`src/hdl/pps_pkg.sv`:
```
// Shared widths, codes and entry types for the preemptive priority scheduler.
// No dependencies; imported by pps_tables and preemptive_priority_scheduler.
`default_nettype none

package pps_pkg;

	localparam int SLOT_W      = 4;
	localparam int ARR_W       = 16;
	localparam int BURST_W     = 16;
	localparam int PRIO_W      = 8;
	localparam int TIME_W      = 21;
	localparam int PC_W        = 5;
	localparam int MAX_SLOTS_D = 16;
	localparam int PC_RESET    = 16;

	localparam logic [TIME_W-1:0] TIME_MAX = {TIME_W{1'b1}};

	// input kind carried in tuser
	localparam logic ACT_LOAD = 1'b0;
	localparam logic ACT_TICK = 1'b1;

	// static process description, one word per slot
	typedef struct packed {
		logic [PRIO_W-1:0]  prio;
		logic [BURST_W-1:0] burst;
		logic [ARR_W-1:0]   arrival;
	} proc_entry_t;

	// run-time progress, one word per slot
	typedef struct packed {
		logic [TIME_W-1:0]  start;
		logic [BURST_W-1:0] remaining;
	} run_entry_t;

	typedef struct packed {
		logic              idle;
		logic [SLOT_W-1:0] running_slot;
		logic              switched;
		logic [TIME_W-1:0] tick_time;
		logic              finished;
		logic [TIME_W-1:0] turnaround;
		logic [TIME_W-1:0] waiting;
		logic [TIME_W-1:0] first_start;
		logic              all_done;
	} result_t;

endpackage

`default_nettype wire

```
`src/hdl/pps_tables.sv`:
```
// Slot tables of the scheduler: process memory and run-state memory.
// Both are synchronous with registered read data. Depends on pps_pkg.
`default_nettype none

module pps_tables
	import pps_pkg::*;
#(
	parameter int MAX_SLOTS = MAX_SLOTS_D,
	parameter int IDX_W     = $clog2(MAX_SLOTS)
) (
	input  wire logic        clk,
	input  wire logic        proc_we,
	input  wire logic [IDX_W-1:0] proc_waddr,
	input  wire proc_entry_t proc_wdata,
	input  wire logic [IDX_W-1:0] proc_raddr,
	output proc_entry_t      proc_rdata,
	input  wire logic        run_we,
	input  wire logic [IDX_W-1:0] run_waddr,
	input  wire run_entry_t  run_wdata,
	input  wire logic [IDX_W-1:0] run_raddr,
	output run_entry_t       run_rdata
);

	proc_entry_t proc_mem [MAX_SLOTS];
	run_entry_t  run_mem  [MAX_SLOTS];
	proc_entry_t proc_rd_q;
	run_entry_t  run_rd_q;

	always_ff @(posedge clk) begin
		if (proc_we) begin
			proc_mem[proc_waddr] <= proc_wdata;
		end
		proc_rd_q <= proc_mem[proc_raddr];
	end

	always_ff @(posedge clk) begin
		if (run_we) begin
			run_mem[run_waddr] <= run_wdata;
		end
		run_rd_q <= run_mem[run_raddr];
	end

	assign proc_rdata = proc_rd_q;
	assign run_rdata  = run_rd_q;

endmodule

`default_nettype wire

```
`src/hdl/preemptive_priority_scheduler.sv`:
```
// Top level of the preemptive priority scheduler: sequencer, scan and result path.
// Depends on pps_pkg and pps_tables.
//
//  channel | signals                              | moves
//  --------+--------------------------------------+----------------------------------
//  s_*     | s_tvalid s_tready s_tdata s_tuser    | load or tick transaction
//  m_*     | m_tvalid m_tready m_tdata m_tuser    | one result per tick
//  cfg_*   | cfg_valid cfg_ready cfg_data         | process_count register write
//
// A load writes both tables as it is accepted. A tick scans the counted slots one per cycle through the
// process memory read port, then passes DRAIN, FRD, FIN, WT and OUT before the next acceptance;
// a tick with no ready slot skips FRD and FIN.
// Reset clears control state, the per-slot work and start flags, time and the last
// slot; table contents stay unknown until a slot is loaded.
// The result waits in an output register; a stalled m_tready holds only the
// following tick at its final step, loads still pass.
`default_nettype none

module preemptive_priority_scheduler
	import pps_pkg::*;
#(
	parameter int MAX_SLOTS = MAX_SLOTS_D
) (
	input  wire logic        clk,
	input  wire logic        arst_n,
	input  wire logic        s_tvalid,
	output logic             s_tready,
	input  wire logic [47:0] s_tdata,   // slot, arrival, burst, priority_req, zero pad
	input  wire logic [0:0]  s_tuser,   // action
	output logic             m_tvalid,
	input  wire logic        m_tready,
	output logic [95:0]      m_tdata,   // running_slot, switched, tick_time, turnaround,
	                                    // waiting, first_start, all_done, zero pad
	output logic [1:0]       m_tuser,   // idle, finished
	input  wire logic        cfg_valid,
	output logic             cfg_ready,
	input  wire logic [PC_W-1:0] cfg_data // process_count
);

	localparam int IDX_W = $clog2(MAX_SLOTS);
	localparam int CNT_W = $clog2(MAX_SLOTS + 1);

	localparam logic [2:0] S_IDLE  = 3'd0;
	localparam logic [2:0] S_SCAN  = 3'd1;
	localparam logic [2:0] S_DRAIN = 3'd2;
	localparam logic [2:0] S_FRD   = 3'd3;
	localparam logic [2:0] S_FIN   = 3'd4;
	localparam logic [2:0] S_WT    = 3'd5;
	localparam logic [2:0] S_OUT   = 3'd6;

	logic [2:0]           state_q;
	logic [PC_W-1:0]      pc_q;
	logic [MAX_SLOTS-1:0] nz_q;       // slot has work left
	logic [MAX_SLOTS-1:0] started_q;  // slot has run at least once
	logic [TIME_W-1:0]    time_q;
	logic                 last_vld_q;
	logic [IDX_W-1:0]     last_idx_q;
	logic [IDX_W-1:0]     idx_q;
	logic                 rd_vld_s1;
	logic [IDX_W-1:0]     rd_idx_s1;
	logic                 found_q;
	logic [IDX_W-1:0]     best_q;
	logic [PRIO_W-1:0]    best_prio_q;
	logic [TIME_W-1:0]    tat_q;
	logic [BURST_W-1:0]   burst_q;
	result_t              res_q;
	result_t              out_q;
	logic                 out_vld_q;

	// input unpacking
	logic              in_action;
	logic [SLOT_W-1:0] in_slot;
	proc_entry_t       in_proc;

	assign in_action       = s_tuser[0];
	assign in_slot         = s_tdata[3:0];
	assign in_proc.arrival = s_tdata[19:4];
	assign in_proc.burst   = s_tdata[35:20];
	assign in_proc.prio    = s_tdata[43:36];

	logic in_acc, load_acc, tick_acc, load_ok;
	assign s_tready = (state_q == S_IDLE);
	assign in_acc   = s_tvalid && s_tready;
	assign load_ok  = (32'(in_slot) < MAX_SLOTS);
	assign load_acc = in_acc && (in_action == ACT_LOAD) && load_ok;
	assign tick_acc = in_acc && (in_action == ACT_TICK);

	// take a count write only between ticks, so a scan always sees one bound
	assign cfg_ready = (state_q == S_IDLE);

	// counted slots, clamped to the table size
	logic [CNT_W-1:0]     n_w;
	logic [MAX_SLOTS-1:0] cnt_mask;
	always_comb begin
		if (32'(pc_q) > MAX_SLOTS) begin
			n_w = CNT_W'(MAX_SLOTS);
		end else begin
			n_w = CNT_W'(pc_q);
		end
		for (int i = 0; i < MAX_SLOTS; i++) begin
			cnt_mask[i] = (i < 32'(n_w));
		end
	end

	// tables
	proc_entry_t      proc_rd;
	run_entry_t       run_rd;
	logic [IDX_W-1:0] proc_raddr;
	logic             run_we;
	logic [IDX_W-1:0] run_waddr;
	run_entry_t       run_wdata;
	logic             fin_we;
	run_entry_t       fin_wdata;

	assign proc_raddr = (state_q == S_SCAN) ? idx_q : best_q;
	assign fin_we     = (state_q == S_FIN);
	assign run_we     = load_acc || fin_we;
	assign run_waddr  = fin_we ? best_q : IDX_W'(in_slot);
	always_comb begin
		if (fin_we) begin
			run_wdata = fin_wdata;
		end else begin
			run_wdata.remaining = in_proc.burst;
			run_wdata.start     = '0;
		end
	end

	pps_tables #(
		.MAX_SLOTS (MAX_SLOTS),
		.IDX_W     (IDX_W)
	) u_tables (
		.clk        (clk),
		.proc_we    (load_acc),
		.proc_waddr (IDX_W'(in_slot)),
		.proc_wdata (in_proc),
		.proc_raddr (proc_raddr),
		.proc_rdata (proc_rd),
		.run_we     (run_we),
		.run_waddr  (run_waddr),
		.run_wdata  (run_wdata),
		.run_raddr  (best_q),
		.run_rdata  (run_rd)
	);

	// scan compare on the entry read last cycle
	logic cand_rdy, cand_win, found_nx;
	assign cand_rdy = rd_vld_s1 && nz_q[rd_idx_s1]
		&& ({{(TIME_W-ARR_W){1'b0}}, proc_rd.arrival} <= time_q);
	assign cand_win = cand_rdy && (!found_q || (proc_rd.prio < best_prio_q));
	assign found_nx = found_q || cand_win;

	logic scan_last;
	assign scan_last = ((CNT_W'(idx_q) + CNT_W'(1)) == n_w);

	// in OUT, the output register loads when empty or when its result leaves this cycle
	logic out_load;
	assign out_load = (state_q == S_OUT) && (!out_vld_q || m_tready);

	// completion arithmetic on the best slot's words
	logic [BURST_W-1:0] rem_new;
	logic [TIME_W-1:0]  first_start;
	logic [TIME_W-1:0]  done_at;
	logic [TIME_W-1:0]  tat;
	logic [TIME_W-1:0]  burst_ext;
	logic [TIME_W-1:0]  wt;
	always_comb begin
		rem_new               = run_rd.remaining - BURST_W'(1);
		first_start           = started_q[best_q] ? run_rd.start : time_q;
		done_at               = (time_q < TIME_MAX) ? time_q + TIME_W'(1) : TIME_MAX;
		tat                   = done_at - {{(TIME_W-ARR_W){1'b0}}, proc_rd.arrival};
		fin_wdata.remaining   = rem_new;
		fin_wdata.start       = first_start;
		burst_ext             = {{(TIME_W-BURST_W){1'b0}}, burst_q};
		wt                    = (tat_q >= burst_ext) ? tat_q - burst_ext : '0;
	end

	// configuration register
	always_ff @(posedge clk or negedge arst_n) begin
		if (!arst_n) begin
			pc_q <= PC_W'(PC_RESET);
		end else if (cfg_valid && cfg_ready) begin
			pc_q <= cfg_data;
		end
	end

	// sequencer
	always_ff @(posedge clk or negedge arst_n) begin
		if (!arst_n) begin
			state_q     <= S_IDLE;
			nz_q        <= '0;
			started_q   <= '0;
			time_q      <= '0;
			last_vld_q  <= 1'b0;
			last_idx_q  <= '0;
			idx_q       <= '0;
			rd_vld_s1   <= 1'b0;
			rd_idx_s1   <= '0;
			found_q     <= 1'b0;
			best_q      <= '0;
			best_prio_q <= '0;
			out_vld_q   <= 1'b0;
		end else begin
			rd_vld_s1 <= (state_q == S_SCAN);
			rd_idx_s1 <= idx_q;
			if (out_load) begin
				out_vld_q <= 1'b1;
			end else if (m_tvalid && m_tready) begin
				out_vld_q <= 1'b0;
			end
			if (cand_win) begin
				found_q     <= 1'b1;
				best_q      <= rd_idx_s1;
				best_prio_q <= proc_rd.prio;
			end
			unique case (state_q)
				S_IDLE: begin
					if (load_acc) begin
						// rearm the slot, forget its start
						nz_q[IDX_W'(in_slot)]      <= (in_proc.burst != '0);
						started_q[IDX_W'(in_slot)] <= 1'b0;
					end
					if (tick_acc) begin
						idx_q   <= '0;
						found_q <= 1'b0;
						state_q <= (n_w == '0) ? S_DRAIN : S_SCAN;
					end
				end
				S_SCAN: begin
					idx_q <= idx_q + IDX_W'(1);
					if (scan_last) begin
						state_q <= S_DRAIN;
					end
				end
				S_DRAIN: begin
					// last compare lands here; pick the path
					state_q <= found_nx ? S_FRD : S_WT;
				end
				S_FRD: begin
					state_q <= S_FIN;
				end
				S_FIN: begin
					nz_q[best_q]      <= (rem_new != '0);
					started_q[best_q] <= 1'b1;
					last_vld_q        <= 1'b1;
					last_idx_q        <= best_q;
					state_q           <= S_WT;
				end
				S_WT: begin
					if (time_q < TIME_MAX) begin
						time_q <= time_q + TIME_W'(1);
					end
					state_q <= S_OUT;
				end
				S_OUT: begin
					if (out_load) begin
						state_q <= S_IDLE;
					end
				end
				default: begin
					state_q <= S_IDLE;
				end
			endcase
		end
	end

	// result assembly, payload only
	always_ff @(posedge clk) begin
		if (state_q == S_DRAIN) begin
			res_q <= '{idle: !found_nx, running_slot: '0, switched: 1'b0,
				tick_time: time_q, finished: 1'b0, turnaround: '0, waiting: '0,
				first_start: '0, all_done: 1'b0};
		end
		if (state_q == S_FIN) begin
			res_q.running_slot <= SLOT_W'(best_q);
			res_q.switched     <= !last_vld_q || (last_idx_q != best_q);
			res_q.finished     <= (rem_new == '0);
			res_q.first_start  <= (rem_new == '0) ? first_start : '0;
			tat_q              <= tat;
			burst_q            <= proc_rd.burst;
		end
		if (state_q == S_WT) begin
			res_q.turnaround <= res_q.finished ? tat_q : '0;
			res_q.waiting    <= res_q.finished ? wt : '0;
			res_q.all_done   <= ((nz_q & cnt_mask) == '0);
		end
		if (out_load) begin
			out_q <= res_q;
		end
	end

	assign m_tvalid = out_vld_q;
	assign m_tuser  = {out_q.finished, out_q.idle};
	assign m_tdata  = {6'b0, out_q.all_done, out_q.first_start, out_q.waiting,
		out_q.turnaround, out_q.tick_time, out_q.switched, out_q.running_slot};

	// the scan never walks past the counted slots
	a_scan_bound: assert property (@(posedge clk) disable iff (!arst_n)
		(state_q == S_SCAN) |-> (CNT_W'(idx_q) < n_w))
		else $error("scan index beyond counted slots");

	// the chosen slot still has work when its words are fetched
	a_best_live: assert property (@(posedge clk) disable iff (!arst_n)
		(state_q == S_FRD) |-> nz_q[best_q])
		else $error("selected slot has no work left");

	// a completing slot drops out of the ready set
	a_finish_clears: assert property (@(posedge clk) disable iff (!arst_n)
		(state_q == S_FIN && rem_new == '0) |=> !nz_q[$past(best_q)])
		else $error("finished slot still marked with work");

	// an idle tick never reports a switch or a completion
	a_idle_quiet: assert property (@(posedge clk) disable iff (!arst_n)
		(m_tvalid && m_tuser[0]) |-> (!m_tdata[4] && !m_tuser[1]))
		else $error("idle tick reports switch or finish");

endmodule

`default_nettype wire
```
`config.mk`:
```
export PLATFORM = sky130hd
export DESIGN_NAME = preemptive_priority_scheduler
export DESIGN_NICKNAME = d
export VERILOG_FILES = /design/src/hdl/pps_pkg.sv /design/src/hdl/pps_tables.sv /design/src/hdl/preemptive_priority_scheduler.sv
export SDC_FILE = /design/constraint.sdc
export NUM_CORES = 2
export LEC_CHECK = 0
export ABC_CLOCK_PERIOD_IN_PS = 6100
export BUFFER_PORTS_ARGS = -buffer_cell sky130_fd_sc_hd__buf_2
export CORE_MARGIN = 2
export CORE_UTILIZATION = 60
export DETAILED_ROUTE_END_ITERATION = 10
export PLACE_DENSITY = 0.84
export SLEW_MARGIN = 20
export SYNTH_ARGS = -nofsm -noshare
export SYNTH_HDL_FRONTEND = slang
export SYNTH_SLANG_ARGS = --single-unit
```
`constraint.sdc`:
```
create_clock -name clk -period 6.1 [get_ports clk]
set_clock_uncertainty 0.15 [all_clocks]
set_input_delay 0.915 -clock clk [delete_from_list [all_inputs] [get_ports clk]]
set_output_delay 0.915 -clock clk [all_outputs]
set_load 0.03 [all_outputs]
```
* After elaboration in Yosys (flattened, before gate mapping)
Memories as Yosys holds them, arrays and structs flattened. A register that Yosys moved wholly into a read port is not among the register bits. Cells that the tools add are included. W data, S select, Z words.
Word-level totals: bits in registers 310, bits in latches 0, RAM bits 1232, memory bits (read-only) 0, input port bits 59, output and inout port bits 101, memories 2
Memories:
- u_tables.proc_mem | words 16, width 40, rd ports 1, clocked after Yosys merged registers in 1, wr ports 1, RTL line pps_tables.sv:24 | proc_entry_t proc_mem [MAX_SLOTS];
- u_tables.run_mem | words 16, width 37, rd ports 1, clocked after Yosys merged registers in 1, wr ports 1, RTL line pps_tables.sv:25 | run_entry_t run_mem [MAX_SLOTS];
Cells by class: add/sub/neg operators 6, $mul 0, div/mod/pow operators 0, $lt $le $gt $ge 26, eq/ne operators 12, shift operators 0, muxes and demuxes 47, bitwise operators 5, reductions and logical operators 35
Operator list (number):
- $mux W21 | 7
- $mux W91 | 1
- $pmux W16 S2 | 2
- $mux W42 | 1
- $sub A21 B16 Y21 | 2
- $lt A4 B5 Y1 const A | 8
- $mux W37 | 1
- $and A16 B16 Y16 | 2
- $bwmux W16 | 2
- $logic_not A16 Y1 | 2
- $mux W16 | 2
- $reduce_bool A16 Y1 | 2
- $add A21 B1 Y21 const B | 1
- $ge A21 B16 Y1 | 1
- $le A16 B21 Y1 | 1
- $lt A21 B21 Y1 const B | 1
- $pmux W3 S7 | 1
- $lt A3 B5 Y1 const A | 4
- $not A16 Y16 | 1
- $or A16 B16 Y16 | 1
- $sub A16 B1 Y16 const B | 1
- $lt A4 B5 Y1 const B | 3
- $mux W1 | 15
- $mux W3 | 4
- 29 further kinds | 65

* Depth between registers and ports, before layout
depth in word-level cells 8, mapped depth 17

* Hierarchy
Synthesis repeated with hierarchy kept, for this count alone.
Unflattened totals: cells, all modules 3363, area total of the unflattened synthesis 63220.6 um2
By module, submodules not included:
- pps_tables | times used 1, cells an instance 2003, area each 47710.8 um2
- preemptive_priority_scheduler | times used 1, cells an instance 1360, area each 15509.9 um2

* Worst setup path after synthesis
No wires, ideal clock.
kind input to register, start input m_tready, end register out_q, in the netlist m_tdata[0], enable pin, library setup time 0.543 ns, arrival time 4.822 ns, required time 5.407 ns, slack 0.585 ns, stages on the path 2, buffers on the path 0, cells stage by stage nor2b_1 > nor2_1
On the way: word-level cells in the longest chain between the ends 2
RTL lines:
- from (decl) | RTL line preemptive_priority_scheduler.sv:31 | input wire logic m_tready,
- $logic_or A1 B1 Y1 | RTL line preemptive_priority_scheduler.sv:157 | assign out_load = (state_q == S_OUT) && (!out_vld_q || m_tready);
- $logic_and A1 B1 Y1 | RTL line preemptive_priority_scheduler.sv:157
- named net out_load | RTL line preemptive_priority_scheduler.sv:156 | logic out_load;
- to (signal assigned) | RTL line preemptive_priority_scheduler.sv:287 | out_q <= res_q;
- to (decl) | RTL line preemptive_priority_scheduler.sv:67 | result_t out_q;
The timed path passes the listed nets, and every way through them passes these cells. A chain may end at the register's enable or synchronous reset.

* Worst setup path after layout
start register, netlist name u_tables.run_rdata[1], end register res_q[2] (netlist name) (data pin)
On the way: word-level cells in the longest chain between the ends 4
RTL lines:
- $sub A16 B1 Y16 | RTL line preemptive_priority_scheduler.sv:167 | rem_new = run_rd.remaining - BURST_W'(1);
- $logic_not A16 Y1 | RTL line preemptive_priority_scheduler.sv:277 | res_q.first_start <= (rem_new == '0) ? first_start : '0;
- $mux W21 | RTL line preemptive_priority_scheduler.sv:277
- $mux W21 | RTL line preemptive_priority_scheduler.sv:273 | if (state_q == S_FIN) begin
- to (signal assigned) | RTL line preemptive_priority_scheduler.sv:269 | res_q <= '{idle: !found_nx, running_slot: '0, switched: 1'b0,
- to (decl) | RTL line preemptive_priority_scheduler.sv:66 | result_t res_q;
Every way passes these cells.

==> reports/metrics.cfg <==
[clock_tree]
cts.sinks = 1619
cts_tree = yes
cts_setup_buffers = 0
cts.clk_slew.worst_paths_ns = 0.06
cts_root_buf = clkbuf_16
htree_levels = 4
cts_buffer_depth = 3
cts_buffers = 148
ctsResizeCount = 0
clock_latency_ns = 0.77

[finish]
drive_gt1_share_pct = 24.7
num-nets-final = 3695
synthToLayoutAreaGrowth_pct = 12.3
fill_cells = 6097

[setup_path]
rrSetupSlack_ns = 1.56
r2r_cells = 8
regToRegStartpoint = u_tables.run_rdata[1]
reg2reg_to = res_q[2]
cp-start-kind = flop
crit_required_ns = 6.48
worstSetupEndpointType = flop
path_class = reg -> reg
cp_max_fo = 28
cp.arrival_ns = 4.93

[logic_synthesis]
synth_top_family_by_area = multiplexers
ys_seq_area_share_pct = 74.7
netlist_instances = 3340
synthFlopType = edfxtp_1
synth_edf_count = 1453
synth_top_area_share_pct = 68.8
ys_seq_elements = 1619
synth.distinct_cells = 73
syn_area_per_cell_um2 = 19.0
synth_xor_area_share_pct = 1.19
synth_mux_area_share_pct = 13.3
synthAdderAreaFrac_pct = 1.23
yosys.area.top_type = edfxtp_1
syn-cell-area_um2 = 63500
synthArstFlopShare_pct = 5.50
synth_area_leaders = edfxtp_1 69%, mux4_2 13%, dfrtp_1 3.5%
synth-simple-area-share_pct = 4.75
synth_compound_area_share_pct = 3.17
ys_warn_count = 0

[route]
viasPerCell = 6.95
antenna_left = 0
num_vias = 35400
routed_wl_um = 168000
drc_errors = 0
firstDrtPassIters = 6
wl_per_cell_um = 32.9
first_iter_violations = 6272

[floorplan]
fp-row-count = 119
core-area_um2 = 105000
initial_core_util_pct = 60.4
die_h_um = 329
ios = 160
die_area_um2 = 108000
die_width_um = 329

[sta]
final.min_clock_period_ns = 4.54
setup-violations-final = 0
final-hold-violation-count = 0
layout_setup_ws_ns = 1.56
fmax_mhz = 220
finalHoldWorstSlack_ns = 0.260
slew_viol_final = 0
worstMarginPinSlew_ns = 1.20
fin_crit_sh_pct = 74.5
fin_tns_setup_ns = 0
relSlewSlack_pct = 20.1
rsz0062_at_grt = no

[hold_path]
hold_end = burst_q[11]
min_delay_path_depth = 0
hold_class = reg -> reg
hp-start = u_tables.proc_rdata[27]

[placed_design]
gp_congestion = 0.900
io_buffers = 149
dp_slack_ns = 1.89
dpl.hpwl_um = 86900

[grt]
grt_antenna_before_repair = 11
grt_max_degree = 113
grt_pass1_wl_um = 236000
grt-ovfl-total = 0
first_global_vias = 35100
globalRouteTotalUtil_pct = 30.2

[job]
maxCapViolations = 0

[power]
p_per_area_nw_per_um2 = 483
peakVddDrop_v = 0.000387
p_leak_nw = 23.7

[outcome]
status = finished, final reports clean

## cells by family after synthesis
logic type	after synthesis
AO/OA/AOI/OAI	324
multiplexers	399
adder cells (fa/ha/maj)	61
XOR/XNOR	86
flip-flops	1619
other	1
AND/OR/NAND/NOR	612
buffers and inverters	238
## critical path: stages (launching register included)
cell and delay, ns:
dfxtp_1 0.35, inv_1 0.15, ha_1 0.32, or4b_1 0.77, nor4_1 0.43, xor2_1 0.17
nor4_1 0.63, nand4_4 0.77, nor3_2 0.55
## how the worst max path moves through the flow
stage	cells past startpoint	endpoint	slack [ns]	from
floorplan	2	m_tdata[0]	0.59	m_tready
global placement	8	u_tables.run_mem[10][23]	1.98	state_q[1]
detailed placement	8	u_tables.run_mem[10][31]	1.89	state_q[1]
CTS	8	u_tables.run_mem[10][30]	1.80	state_q[1]
global route	8	res_q[2]	1.58	u_tables.run_rdata[1]
finish	8	res_q[2]	1.56	u_tables.run_rdata[1]
## stage by stage
step / util (%) / total power [W] / instances / cell area (um^2)
2_1_floorplan: - / 0.0217 / 3345 / 63500
3_3_place_gp: 63.0 / 0.0242 / 4812 / 66300
3_5_place_dp: 63.1 / 0.0246 / 4813 / 66300
4_1_cts: 67.7 / 0.0340 / 5088 / 71200
5_1_grt: 67.8 / 0.0354 / 5091 / 71200
6_report: 67.8 / 0.0344 / 5099 / 71200
## final cells by class
class	instances	area, um^2	area share [%]
multi-input cells	1488	15300	21.5
diodes	9	22.5	0.0316
clock buffers	212	4200	5.89
well taps	1391	1740	2.44
clock inverters	62	649	0.911
repair buffers	240	1580	2.22
inverters	78	295	0.414
flip-flops and latches	1619	47400	66.5
## power by group
group	internal, W	switching (W)
Clock	0.00526	0.00413
Sequential	0.0142	0.00114
Combinational	0.00392	0.00574
Total	0.0234	0.0110
## sequential cells by signal, summed over array words and instances (netlist names), 5 cells and up
signal,cells
nz_q,16
res_q,92
m_tdata,90
tat_q,21
u_tables.proc_rdata,40
u_tables.proc_mem,640
u_tables.run_mem,592
pc_q,5
burst_q,16
u_tables.run_rdata,37
started_q,16
best_prio_q,8
time_q,21
## per-layer routing
| metal | track usage [%] | vias up | part of all wire [%] |
|---|---|---|---|
| met4 | 15.5 | 12 | 6.0 |
| met3 | 7.90 | 677 | 12 |
| met5 | 0 | - | 0.050 |
| met1 | 38.2 | 17700 | 33 |
| li1 | - | 13800 | - |
| met2 | 48.8 | 3219 | 49 |
## placed cells by master (no fill, tap or decap), drive strengths merged, types with 5 or more instances in the layout
master / instances
clkinv: 41
o21bai: 5
o22ai: 5
a211oi: 49
or2: 7
nor2b: 11
and2: 71
inv: 85
nand3: 23
a21oi: 88
a21o: 24
diode: 9
nand2b: 20
ha: 59
nand4: 17
o31ai: 8
mux4: 355
dfxtp: 77
nor3: 53
nand2: 193
o21ai: 61
mux2: 19
nor2: 162
or4: 7
conb: 6
xor2: 18
dfrtp: 88
buf: 239
and3: 9
xnor2: 68
bufinv: 10
nor4: 18
o21a: 12
mux2i: 25
a31oi: 52
edfxtp: 1453
clkbuf: 212
## synthesized netlist by cell type, types with 21 or more instances
cell type and instances:
a31oi_1 52, mux4_2 355, nor3_1 34, a211oi_1 49, dfrtp_1 88, xnor2_1 68
nor2_1 162, edfxtp_1 1453, mux2i_1 24, a21o_1 24, nand2_1 192, ha_1 59
buf_2 21, and2_1 71, a21oi_1 88, dfxtp_1 77, nand3_1 23, o21ai_0 61
clkbuf_1 97, inv_1 76
## repair_timing
item | CTS | global route
endpoints found under the setup margin | 0 | 0
endpoints found under the hold margin | 19 | 0
hold buffers | 1 | 0
Power figures use the tool's default switching activity.
